===== src/hdl/slc_pkg.sv =====
// ----------------------------------------------------------------------------
// slc_pkg
// Types, codes and defaults shared by the syscall latency accumulator.
// ----------------------------------------------------------------------------
`default_nettype none

package slc_pkg;

   localparam int ID_SLOTS_DEF   = 512;
   localparam int PEND_SLOTS_DEF = 64;

   // register file: two 32-bit registers, byte addressed
   localparam int CSR_AW = 3;
   localparam logic REG_LATENCY_MODE   = 1'b0;
   localparam logic REG_FILTER_PROCESS = 1'b1;

   localparam logic [31:0] NO_FILTER = 32'hFFFF_FFFF;

   localparam logic CMD_ENTRY = 1'b0;
   localparam logic CMD_EXIT  = 1'b1;

   localparam logic [2:0] ST_COUNTED    = 3'd0;
   localparam logic [2:0] ST_FILTERED   = 3'd1;
   localparam logic [2:0] ST_RECORDED   = 3'd2;
   localparam logic [2:0] ST_NO_PENDING = 3'd3;
   localparam logic [2:0] ST_FULL       = 3'd4;
   localparam logic [2:0] ST_RANGE      = 3'd5;

   typedef struct packed {
      logic        latency_mode;
      logic [31:0] filter_process;
   } cfg_type;

   typedef struct packed {
      logic [63:0] call_count;
      logic [63:0] total_time_ns;
   } stat_type;

   typedef struct packed {
      logic        valid;
      logic [63:0] key;
      logic [9:0]  call_id;
      logic [63:0] start_ns;
   } pend_type;

endpackage

`default_nettype wire


===== src/hdl/slc_csr.sv =====
// ----------------------------------------------------------------------------
// slc_csr
// Configuration registers behind an APB-style port.
// ----------------------------------------------------------------------------
`default_nettype none

module slc_csr (
   input  wire                         clock,
   input  wire                         reset,
   input  wire                         csr_psel,
   input  wire                         csr_penable,
   input  wire                         csr_pwrite,
   input  wire  [slc_pkg::CSR_AW-1:0]  csr_paddr,
   input  wire  [31:0]                 csr_pwdata,
   output logic [31:0]                 csr_prdata,
   output logic                        csr_pready,
   output slc_pkg::cfg_type            cfg
);

   slc_pkg::cfg_type cfg_ff, cfg_in;
   logic             wr_beat;

   assign csr_pready = 1'b1;
   assign wr_beat    = csr_psel && csr_penable && csr_pwrite;

   // word decode: low two address bits are ignored
   always_comb begin
      cfg_in = cfg_ff;
      if (wr_beat) begin
         case (csr_paddr[2])
            slc_pkg::REG_LATENCY_MODE:   cfg_in.latency_mode   = csr_pwdata[0];
            slc_pkg::REG_FILTER_PROCESS: cfg_in.filter_process = csr_pwdata;
            default:                     cfg_in = cfg_ff;
         endcase
      end
   end

   always_comb begin
      case (csr_paddr[2])
         slc_pkg::REG_LATENCY_MODE:   csr_prdata = {31'b0, cfg_ff.latency_mode};
         slc_pkg::REG_FILTER_PROCESS: csr_prdata = cfg_ff.filter_process;
         default:                     csr_prdata = '0;
      endcase
   end

   always_ff @(posedge clock) begin
      if (reset) begin
         cfg_ff.latency_mode   <= 1'b0;
         cfg_ff.filter_process <= slc_pkg::NO_FILTER;
      end else begin
         cfg_ff <= cfg_in;
      end
   end

   assign cfg = cfg_ff;

endmodule

`default_nettype wire


===== config.mk =====
export PLATFORM = sky130hd
export DESIGN_NAME = slc_csr
export DESIGN_NICKNAME = d
export VERILOG_FILES = /design/src/hdl/slc_pkg.sv /design/src/hdl/slc_csr.sv
export SDC_FILE = /design/constraint.sdc
export NUM_CORES = 1
export LEC_CHECK = 0
export BUFFER_PORTS_ARGS = -buffer_cell sky130_fd_sc_hd__buf_2
export CORE_MARGIN = 2
export CORE_UTILIZATION = 41
export DETAILED_ROUTE_END_ITERATION = 10
export GPL_TIMING_DRIVEN = 0
export PLACE_DENSITY = 0.8
export SETUP_SLACK_MARGIN = 0.3
export SLEW_MARGIN = 20
export SYNTH_ARGS = -nofsm -noshare
export SYNTH_HDL_FRONTEND = slang
export SYNTH_SLANG_ARGS = --single-unit
export TNS_END_PERCENT = 30

===== constraint.sdc =====
create_clock -name clock -period 0.96 [get_ports clock]
set_input_delay 0.096 -clock clock [delete_from_list [all_inputs] [get_ports clock]]
set_output_delay 0.096 -clock clock [all_outputs]
set_load 0.05 [all_outputs]

Word level (Yosys, flattened, before mapping)
Cells that the tools add are included.
- flip-flop bits (word level): 33
- bits of input ports: 40
- output and inout port bits: 66
- word-level logic and storage cells: 8
- mux-type cells: 1
- bitwise operators: 1
- reductions and logical operators: 4
- operator list (operator ; number):
    case mux 32 bit (2 select lines) ; 1
    AND reduction 2 bit ; 2
    logical AND 1 bit ; 2
    NOT 1 bit ; 1

Logic depth before layout (Yosys ltp)
Gate-level depths: netlist of the first run.
- depth after elaboration: 3
- depth in mapped cells: 4
- mapped depth without buffers: 2

Worst setup path after synthesis of the first run
OpenSTA, ideal clock, no wires.
- path type: register -> output
- start: register cfg_ff, in the netlist cfg[10]
- end: output csr_prdata[10]
- data arrival time: 1.128 ns
- setup slack: -0.264 ns
- cell stages (with the launch flop): 2
- buffers on the path: 0
- cell sequence: dfxtp_1 and2_1
- cells in the longest elaborated chain, start to end: 1
- RTL lines (what ; RTL line ; source):
    start: declaration ; slc_csr.sv:20 ; slc_pkg::cfg_type cfg_ff, cfg_in;
    start signal: assignment ; slc_csr.sv:51 ; cfg_ff <= cfg_in;
    case mux 32 bit (2 select lines) ; slc_csr.sv:39 ; case (csr_paddr[2])
    end: declaration ; slc_csr.sv:15 ; output logic [31:0] csr_prdata,
No other way between the ends.

Worst setup path in the final report of the first run
- start: register cfg_ff, in the netlist cfg[32]
- end: output csr_prdata[0]
The elaborated chain is that of the path after synthesis.

==> impl_metrics.json, run 1 <==
{
  "multi_input_area_sq_um": 898.4,
  "power_mw": 3.408,
  "vias_per_cell": 4.708,
  "grt_max_degree": 11,
  "dp_hpwl_microns": 2872,
  "dr.pass1.iters": 3,
  "antenna-diode-count": 0,
  "dieArea_sq_um": 4400,
  "critPathLaunch": "cfg[32]$_SDFFE_PP0P_",
  "hold_viol": 0,
  "synth_compound_area_share_pct": 0,
  "drive_gt1_share_pct": 63.95,
  "syn-cell-area_sq_um": 1593,
  "dpl.cell_count": 331,
  "fp.dieH_microns": 66.33,
  "io_buffers": 101,
  "syn_avg_cell_area_sq_um": 8.752,
  "synth_ff_type": "dfxtp_1",
  "root_buffer": "clkbuf_8",
  "max_freq_mhz": 880.2,
  "wire_per_inst_microns": 12.73,
  "gr-total-overflow": 0,
  "synth.most_common_cell": "nor2_1",
  "fin_crit_sh_pct": 118.3,
  "cts_buffers": 5,
  "fin_cells": 342,
  "combPwrFrac_pct": 31.8,
  "regToRegStartpoint": "cfg[12]$_SDFFE_PP1P_",
  "grt_usage_pct": 20.28,
  "synth_edf_count": 0,
  "synth_top_family_by_area": "simple AND/OR/NAND/NOR gates",
  "finalSetupViolCount": 34,
  "cp-start-kind": "flip-flop",
  "fin_ws_ps": -176.1,
  "hold_start": "csr_pwdata[26]",
  "cp-end-kind": "output port",
  "rows": 22,
  "cts.sinks": 33,
  "synth-seq-area-share_pct": 41.48,
  "core_sq_um": 3689,
  "violations": "negative setup slack",
  "drtIter0Drc": 31,
  "drv_cap": 0,
  "yosysTopAreaCell": "dfxtp_1",
  "synthCells": 182,
  "worstSetupPathType": "flip-flop to output port",
  "remaining_drc_errors": 0,
  "p_int_mw": 2.264,
  "gp_congestion": 0.7258,
  "leakage_nw": 1.206,
  "synthTopCellsByCount": "64 x nor2_1, 33 x dfxtp_1, 33 x mux2i_1",
  "p_sw_share_pct": 33.58,
  "synth_cell_types": 15,
  "wl_microns": 4355,
  "vias": 1610,
  "synth_nets": 222,
  "htree_levels": 2,
  "hp-class": "input port to flip-flop",
  "final_antenna_net_count": 0,
  "die_w_microns": 66.33,
  "grt_antenna_before_repair": 0,
  "fin_crit_ps": 1136,
  "synthMuxAreaShare_pct": 21.45,
  "ir_worst_vdd_mv": 0.8804,
  "finalClockSkew_ps": 0,
  "cp.required_ps": 860,
  "largest_reg_flops": 33,
  "cp.arrival_ps": 1040,
  "cts_tree": "yes",
  "ys_top_cells_by_area": "dfxtp_1 41%, mux2i_1 21%, nor2_1 15%, and2_1 12%, buf_12 3.8%",
  "setup_tns_ps": -1868,
  "synth_top_area_share_pct": 41.48,
  "p_switching_mw": 1.144,
  "clkPwrFrac_pct": 28.4,
  "final_cell_area_sq_um": 2804,
  "regArea_sq_um": 784.5,
  "clk_latency_ps": 270,
  "nets": 333,
  "synth_fa_ha_area_share_pct": 0,
  "synth_xor_area_share_pct": 0,
  "async_flop_share_pct": 0,
  "ys_seq_elements": 33,
  "cp_max_fo": 2,
  "grt_first_pass_wirelength_microns": 6879,
  "drv_slew": 0,
  "yosysWarningCount": 0,
  "power_density_nw_per_um2": 1215,
  "start_util_pct": 43.18,
  "fillerInstances": 264,
  "clockBufferDepth": 2,
  "grt_pass1_vias": 1534,
  "place_area_sq_um": 2362,
  "io_pins": 106,
  "power.share.sequential_pct": 39.7,
  "ff2ff_setup_slack_ps": 210,
  "clk_pin_slew_ps": 70,
  "status": "finished, violations left",
  "place_ws_ps": -277.7,
  "synth-simple-area-share_pct": 29.22,
  "syn_to_final_growth_pct": 76.04,
  "rsz0062_at_grt": "yes"
}
[cell families (layout without fill, tap and decap cells)]
group | count (synthesis) | in the layout
and+or+nand+nor | 99 | 99
muxes | 34 | 34
DFF | 33 | 33
buffers and inverters | 15 | 127
other | 1 | 1
[per-stage QoR]
step           hold WS (ps)  utilization, %
2_1_floorplan         237.0               -
3_3_place_gp          348.8           64.04
3_5_place_dp          358.8           64.04
4_1_cts               59.78           75.34
5_1_grt               66.71           76.02
6_report              66.36           76.02
[path summary, 6_finish.rpt]
check	to	depth (start not counted)
max	csr_prdata[0]	2
min reg2reg	cfg[22]$_SDFFE_PP1P_	2
min	cfg[26]$_SDFFE_PP1P_	3
max reg2reg	cfg[12]$_SDFFE_PP1P_	3
[final cells by class]
cell class	instances	area share, %
multi-input combinational	134	32.04
timing repair buffer	104	30.39
clock inverter	3	0.4462
buffer	15	4.552
tap	48	2.142
clock buffer	5	2.454
sequential	33	27.98
[power groups by stage]
stage | Sequential [mW] | Combinational, mW | Clock, mW
2_1_floorplan | 1.49 | 0.593 | 0
3_3_place_gp | 1.38 | 0.910 | 0
3_5_place_dp | 1.38 | 0.916 | 0
4_1_cts | 1.35 | 1.08 | 1.01
5_1_grt | 1.36 | 1.14 | 1.09
6_report | 1.35 | 1.09 | 0.968
[metal layers]
layer / vias to the layer above / global-route usage, % / share of wire [%]
li1: 801 / - / -
met1: 744 / 22.50 / 39
met2: 65 / 37.50 / 53
met3: 0 / 6.644 / 8.4
met4: 0 / 3.827 / 0
met5: - / 0 / 0
[layout by cell type (no fill, tap or decap), drive strengths merged]
master    n
and2     31
and4      1
buf     111
clkbuf   13
clkinv    3
conb      1
dfxtp    33
mux2      1
mux2i    33
nand2b    2
nand4b    1
nor2     64
[worst max-delay path, cell delays in order (launching register included)]
cell and delay [ps]:
dfxtp_4 340, mux2_4 270, buf_8 150
[timing repair]
item	CTS	global route
buffers inserted	2	1
cloned	0	0
pin swaps	0	2
setup endpoints to repair	95	96
resized for setup	108	8
hold buffers	0	0
(Power assumes the default switching activity.)
==> run 2, diff against run 1 <==
RECOVER_POWER = 100   (was not set)
==> run 2 against run 1 <==
Net effect:
- the flow still finishes with violations (negative setup slack)
- sequential share of layout area down 0.50 points
- hold slack better by 1.6 ps
- sequential cell count unchanged
- cell area down 2.9%
- largest cell class unchanged
==> impl_metrics.json, run 2 (synthesized netlist as in run 1, its figures left out) <==
{
  "status": "finished, violations left",
  "violations": "negative setup slack",
  "grt_antenna_before_repair": 0,
  "vias_per_cell": 4.713,
  "finalSetupViolCount": 34,
  "cp-end-kind": "output port",
  "min_path_cells": 3,
  "start_util_pct": 43.18,
  "hold_viol": 0,
  "place_area_sq_um": 2362,
  "io_pins": 106,
  "dp_hpwl_microns": 2872,
  "drtIter0Drc": 31,
  "final_cell_area_sq_um": 2723,
  "dieArea_sq_um": 4400,
  "leakage_nw": 1.191,
  "die_w_microns": 66.33,
  "cp.required_ps": 860,
  "max_freq_mhz": 881.7,
  "antenna-diode-count": 0,
  "vias": 1612,
  "reg2reg_to": "cfg[12]$_SDFFE_PP1P_",
  "drv_slew": 0,
  "clk_pin_slew_ps": 70,
  "ir_worst_vdd_mv": 0.8824,
  "hold_start": "csr_pwdata[26]",
  "wl_microns": 4351,
  "cp-start-kind": "flip-flop",
  "cts_buffers": 5,
  "finalClockSkew_ps": 0,
  "io_buffers": 101,
  "fin_cells": 342,
  "fin_crit_sh_pct": 118.1,
  "grt_usage_pct": 20.28,
  "final_antenna_net_count": 0,
  "hold_path_end": "cfg[26]$_SDFFE_PP1P_",
  "remaining_drc_errors": 0,
  "worstSetupPathType": "flip-flop to output port",
  "dpl.cell_count": 331,
  "power_mw": 3.422,
  "clk_latency_ps": 270,
  "layout_common_cells": "63 x nor2_1, 35 x buf_4, 35 x buf_6, 34 x buf_2, 33 x mux2i_1",
  "grt_first_pass_wirelength_microns": 6879,
  "gr-total-overflow": 0,
  "rsz0062_at_grt": "yes",
  "wire_per_inst_microns": 12.72,
  "fin_ws_ps": -174.1,
  "largest_reg_flops": 33,
  "grt_max_degree": 11,
  "power_density_nw_per_um2": 1257,
  "hp-class": "input port to flip-flop",
  "cts.sinks": 33,
  "gp_congestion": 0.7258,
  "postCtsHoldBufs": 0,
  "mostFrequentLayoutCell": "nor2_1",
  "drive_gt1_share_pct": 60.54,
  "dr.pass1.iters": 4,
  "root_buffer": "clkbuf_8",
  "cts_tree": "yes",
  "holdWs_ps": 67.94,
  "nets": 333,
  "fp.dieH_microns": 66.33,
  "fin_crit_ps": 1134,
  "rows": 22,
  "htree_levels": 2,
  "regToRegStartpoint": "cfg[12]$_SDFFE_PP1P_",
  "ff2ff_setup_slack_ps": 210,
  "cp_max_fo": 2,
  "drv_cap": 0,
  "cp.arrival_ps": 1040,
  "grt_pass1_vias": 1534,
  "syn_to_final_growth_pct": 70.93,
  "core_sq_um": 3689,
  "utilization_pct": 73.81,
  "clockBufferDepth": 2,
  "ff2ff_path_depth": 3
}
==> run 2: report_power, final <==
| group | switching, mW | leakage [nW] | internal [mW] |
|---|---|---|---|
| Clock | 0.486 | 0.0430 | 0.487 |
| Combinational | 0.636 | 0.882 | 0.436 |
| Sequential | 0.0249 | 0.267 | 1.35 |
==> run 2: critical path, stage by stage, from the launching register on <==
cell and delay, ps:
dfxtp_4 340, mux2_4 270, buf_8 150
==> run 2: repair_timing <==
action,4_1_cts,5_1_grt
setup buffers,2,1
pin swaps,0,2
resized for setup,108,8
cloned,0,0
endpoints found under the setup margin,95,96
==> run 2: cell type report <==
| class | instances | area [sq um] |
|---|---|---|
| fillers | 277 | 965.9 |
| multi-input cells | 134 | 898.4 |
| repair buffers | 104 | 852.1 |
| flip-flops and latches | 33 | 748.2 |
| plain buffers | 15 | 82.58 |
| clock buffers | 5 | 68.82 |
| well taps | 48 | 60.06 |
| clock inverters | 3 | 12.51 |
==> run 2: stage by stage <==
stage                     setup TNS [ps]  setup slack, ps
after global routing               -4295           -207.7
after detailed placement          -10550           -277.7
after CTS                          -2249           -183.9
after global placement             -9505           -271.5
final                              -2005           -174.1
after floorplan                        0            114.1
==> run 2: worst max path at each step <==
stage               slack, ps              to  cells after the start                 start
floorplan                 110   csr_prdata[0]                      1  cfg[32]$_SDFFE_PP0P_
global placement         -270  csr_prdata[30]                      4          csr_paddr[2]
detailed placement       -280   csr_prdata[6]                      4          csr_paddr[2]
CTS                      -180   csr_prdata[0]                      2  cfg[32]$_SDFFE_PP0P_
global route             -210   csr_prdata[0]                      2  cfg[32]$_SDFFE_PP0P_
finish                   -170   csr_prdata[0]                      2  cfg[32]$_SDFFE_PP0P_
==> run 2: metal layers <==
metal,global-route usage [%],wire length (microns),vias up
met4,3.827,0,0
li1,-,-,800
met1,22.50,1721,747
met5,0,0,-
met2,37.50,2265,65
met3,6.644,364,0
==> run 3, diff against run 2 <==
--- a/config.mk
+++ b/config.mk
@@ -10,5 +10,5 @@
 export CORE_UTILIZATION = 41
 export DETAILED_ROUTE_END_ITERATION = 10
-export GPL_TIMING_DRIVEN = 0
+export MAX_ROUTING_LAYER = met4
 export PLACE_DENSITY = 0.8
 export RECOVER_POWER = 100
==> constraint.sdc (replaced) <==
create_clock -name clock -period 0.96 [get_ports clock]
set_input_delay 0.048 -clock clock [delete_from_list [all_inputs] [get_ports clock]]
set_output_delay 0.048 -clock clock [all_outputs]
set_load 0.05 [all_outputs]
==> run 3 against run 2 <==
Net effect:
- the flow still finishes with violations (negative setup slack)
- cell area increased by 8.9%
- critical path depth unchanged
- register-to-register slack improved by 40 ps
- core utilization increased by 6.6 points
- clock power decreased by 5.3%
- sequential cell count unchanged
- final cell count decreased by 0.88%
- sequential share of layout area decreased by 1.2 points
- wire length increased by 7.0%
- count of clock-buffer cells in the layout increased by 1
- largest cell class unchanged
==> impl_metrics.json, run 3 (synthesized netlist as in run 1, its figures left out) <==
{
  "dpl.cell_count": 322,
  "htree_levels": 2,
  "root_buffer": "clkbuf_8",
  "cp.required_ps": 910,
  "clkPwrFrac_pct": 26.7,
  "finalClockSkew_ps": 0,
  "cts_tree": "yes",
  "syn_to_final_growth_pct": 86.17,
  "cp-start-kind": "flip-flop",
  "fp.dieH_microns": 66.33,
  "drtIter0Drc": 73,
  "power.share.sequential_pct": 39.4,
  "core_sq_um": 3689,
  "wire_per_inst_microns": 13.73,
  "cp_max_fo": 2,
  "wl_microns": 4656,
  "clk_pin_slew_ps": 60,
  "grt_antenna_before_repair": 0,
  "cts_buffers": 5,
  "rows": 22,
  "io_buffers": 102,
  "fin_crit_ps": 1090,
  "die_w_microns": 66.33,
  "drv_slew": 0,
  "vias_per_cell": 4.743,
  "gr-total-overflow": 0,
  "grt_max_degree": 67,
  "drive_gt1_share_pct": 64.95,
  "utilization_pct": 80.39,
  "start_util_pct": 43.18,
  "status": "finished, violations left",
  "finalSetupViolCount": 6,
  "grt_first_pass_wirelength_microns": 7217,
  "final_antenna_net_count": 0,
  "fin_crit_sh_pct": 113.6,
  "dr.pass1.iters": 4,
  "cts.sinks": 33,
  "p_int_mw": 2.326,
  "layout_common_cells": "63 x nor2_1, 45 x buf_2, 38 x buf_8, 32 x mux2i_1, 32 x dfxtp_4",
  "antenna-diode-count": 0,
  "dieArea_sq_um": 4400,
  "clockBufferDepth": 2,
  "violations": "negative setup slack",
  "cp.arrival_ps": 1040,
  "gp_congestion": 0.7355,
  "max_freq_mhz": 917.3,
  "setup_tns_ps": -134.1,
  "fin_ws_ps": -130.2,
  "ir_worst_vdd_mv": 0.8919,
  "dp_hpwl_microns": 2818,
  "cp-end-kind": "output port",
  "p_sw_share_pct": 32.57,
  "place_ws_ps": -43.71,
  "combPwrFrac_pct": 33.9,
  "hp-class": "input port to flip-flop",
  "drv_cap": 0,
  "leakage_nw": 1.269,
  "fin_cells": 339,
  "nets": 331,
  "worstSetupPathType": "flip-flop to output port",
  "clk_latency_ps": 260,
  "remaining_drc_errors": 0,
  "power_density_nw_per_um2": 1163,
  "hold_viol": 0,
  "io_pins": 106,
  "p_switching_mw": 1.124,
  "grt_pass1_vias": 1602,
  "rsz0062_at_grt": "yes",
  "postCtsHoldBufs": 0,
  "grt_usage_pct": 21.58,
  "vias": 1608,
  "largest_reg_flops": 33,
  "mostFrequentLayoutCell": "nor2_1"
}
run 3: cell type report:
cell class / instances / area (sq um)
Clock buffer: 6 / 72.57
Clock inverter: 1 / 3.754
Fill cell: 224 / 723.2
Multi-Input combinational cell: 134 / 899.6
Sequential cell: 33 / 780.7
Tap cell: 48 / 60.06
Timing Repair Buffer: 117 / 1149
run 3: final timing paths:
kind / start / end / slack (ps) / cells after the start
max reg2reg: cfg[32]$_SDFFE_PP0P_ / cfg[32]$_SDFFE_PP0P_ / 250 / 3
max: cfg[32]$_SDFFE_PP0P_ / csr_prdata[0] / -130 / 2
min: csr_pwdata[14] / cfg[14]$_SDFFE_PP1P_ / 40 / 3
min reg2reg: cfg[17]$_SDFFE_PP1P_ / cfg[17]$_SDFFE_PP1P_ / 520 / 2
run 3: power by group through the flow:
| stage | Sequential, mW | Clock [mW] | Combinational [mW] |
|---|---|---|---|
| finish | 1.36 | 0.922 | 1.17 |
| floorplan | 1.49 | 0 | 0.593 |
| global route | 1.36 | 1.03 | 1.22 |
| detailed placement | 1.38 | 0 | 0.913 |
| CTS | 1.36 | 0.952 | 1.14 |
| global placement | 1.38 | 0 | 0.899 |
run 3: worst max-delay path: stages (launching register included):
cell     delay, ps
dfxtp_4        340
mux2_4         280
buf_8          150
run 3: metal layers:
layer / wire [microns] / part of all wire [%] / track usage [%] / up-vias
li1: - / - / - / 794
met1: 1717 / 37 / 23.25 / 740
met2: 2575 / 55 / 40.88 / 70
met3: 334 / 7.2 / 3.918 / 4
met4: 29 / 0.62 / 4.592 / 0
met5: 0 / 0 / - / -
run 3: through the flow:
stage	area [sq um]	power, mW	hold WS (ps)
final	2965	3.450	37.46
after global routing	2965	3.608	43.45
after CTS	2915	3.454	32.58
after detailed placement	2335	2.297	313.3
after global placement	2335	2.282	299.2
after floorplan	1797	2.085	189.0
run 3: timing repair:
| action | 4_1_cts | 5_1_grt |
|---|---|---|
| resized for setup | 150 | 2 |
| setup buffers | 2 | 8 |
| setup endpoints to repair | 97 | 85 |
| pin swaps | 21 | 0 |
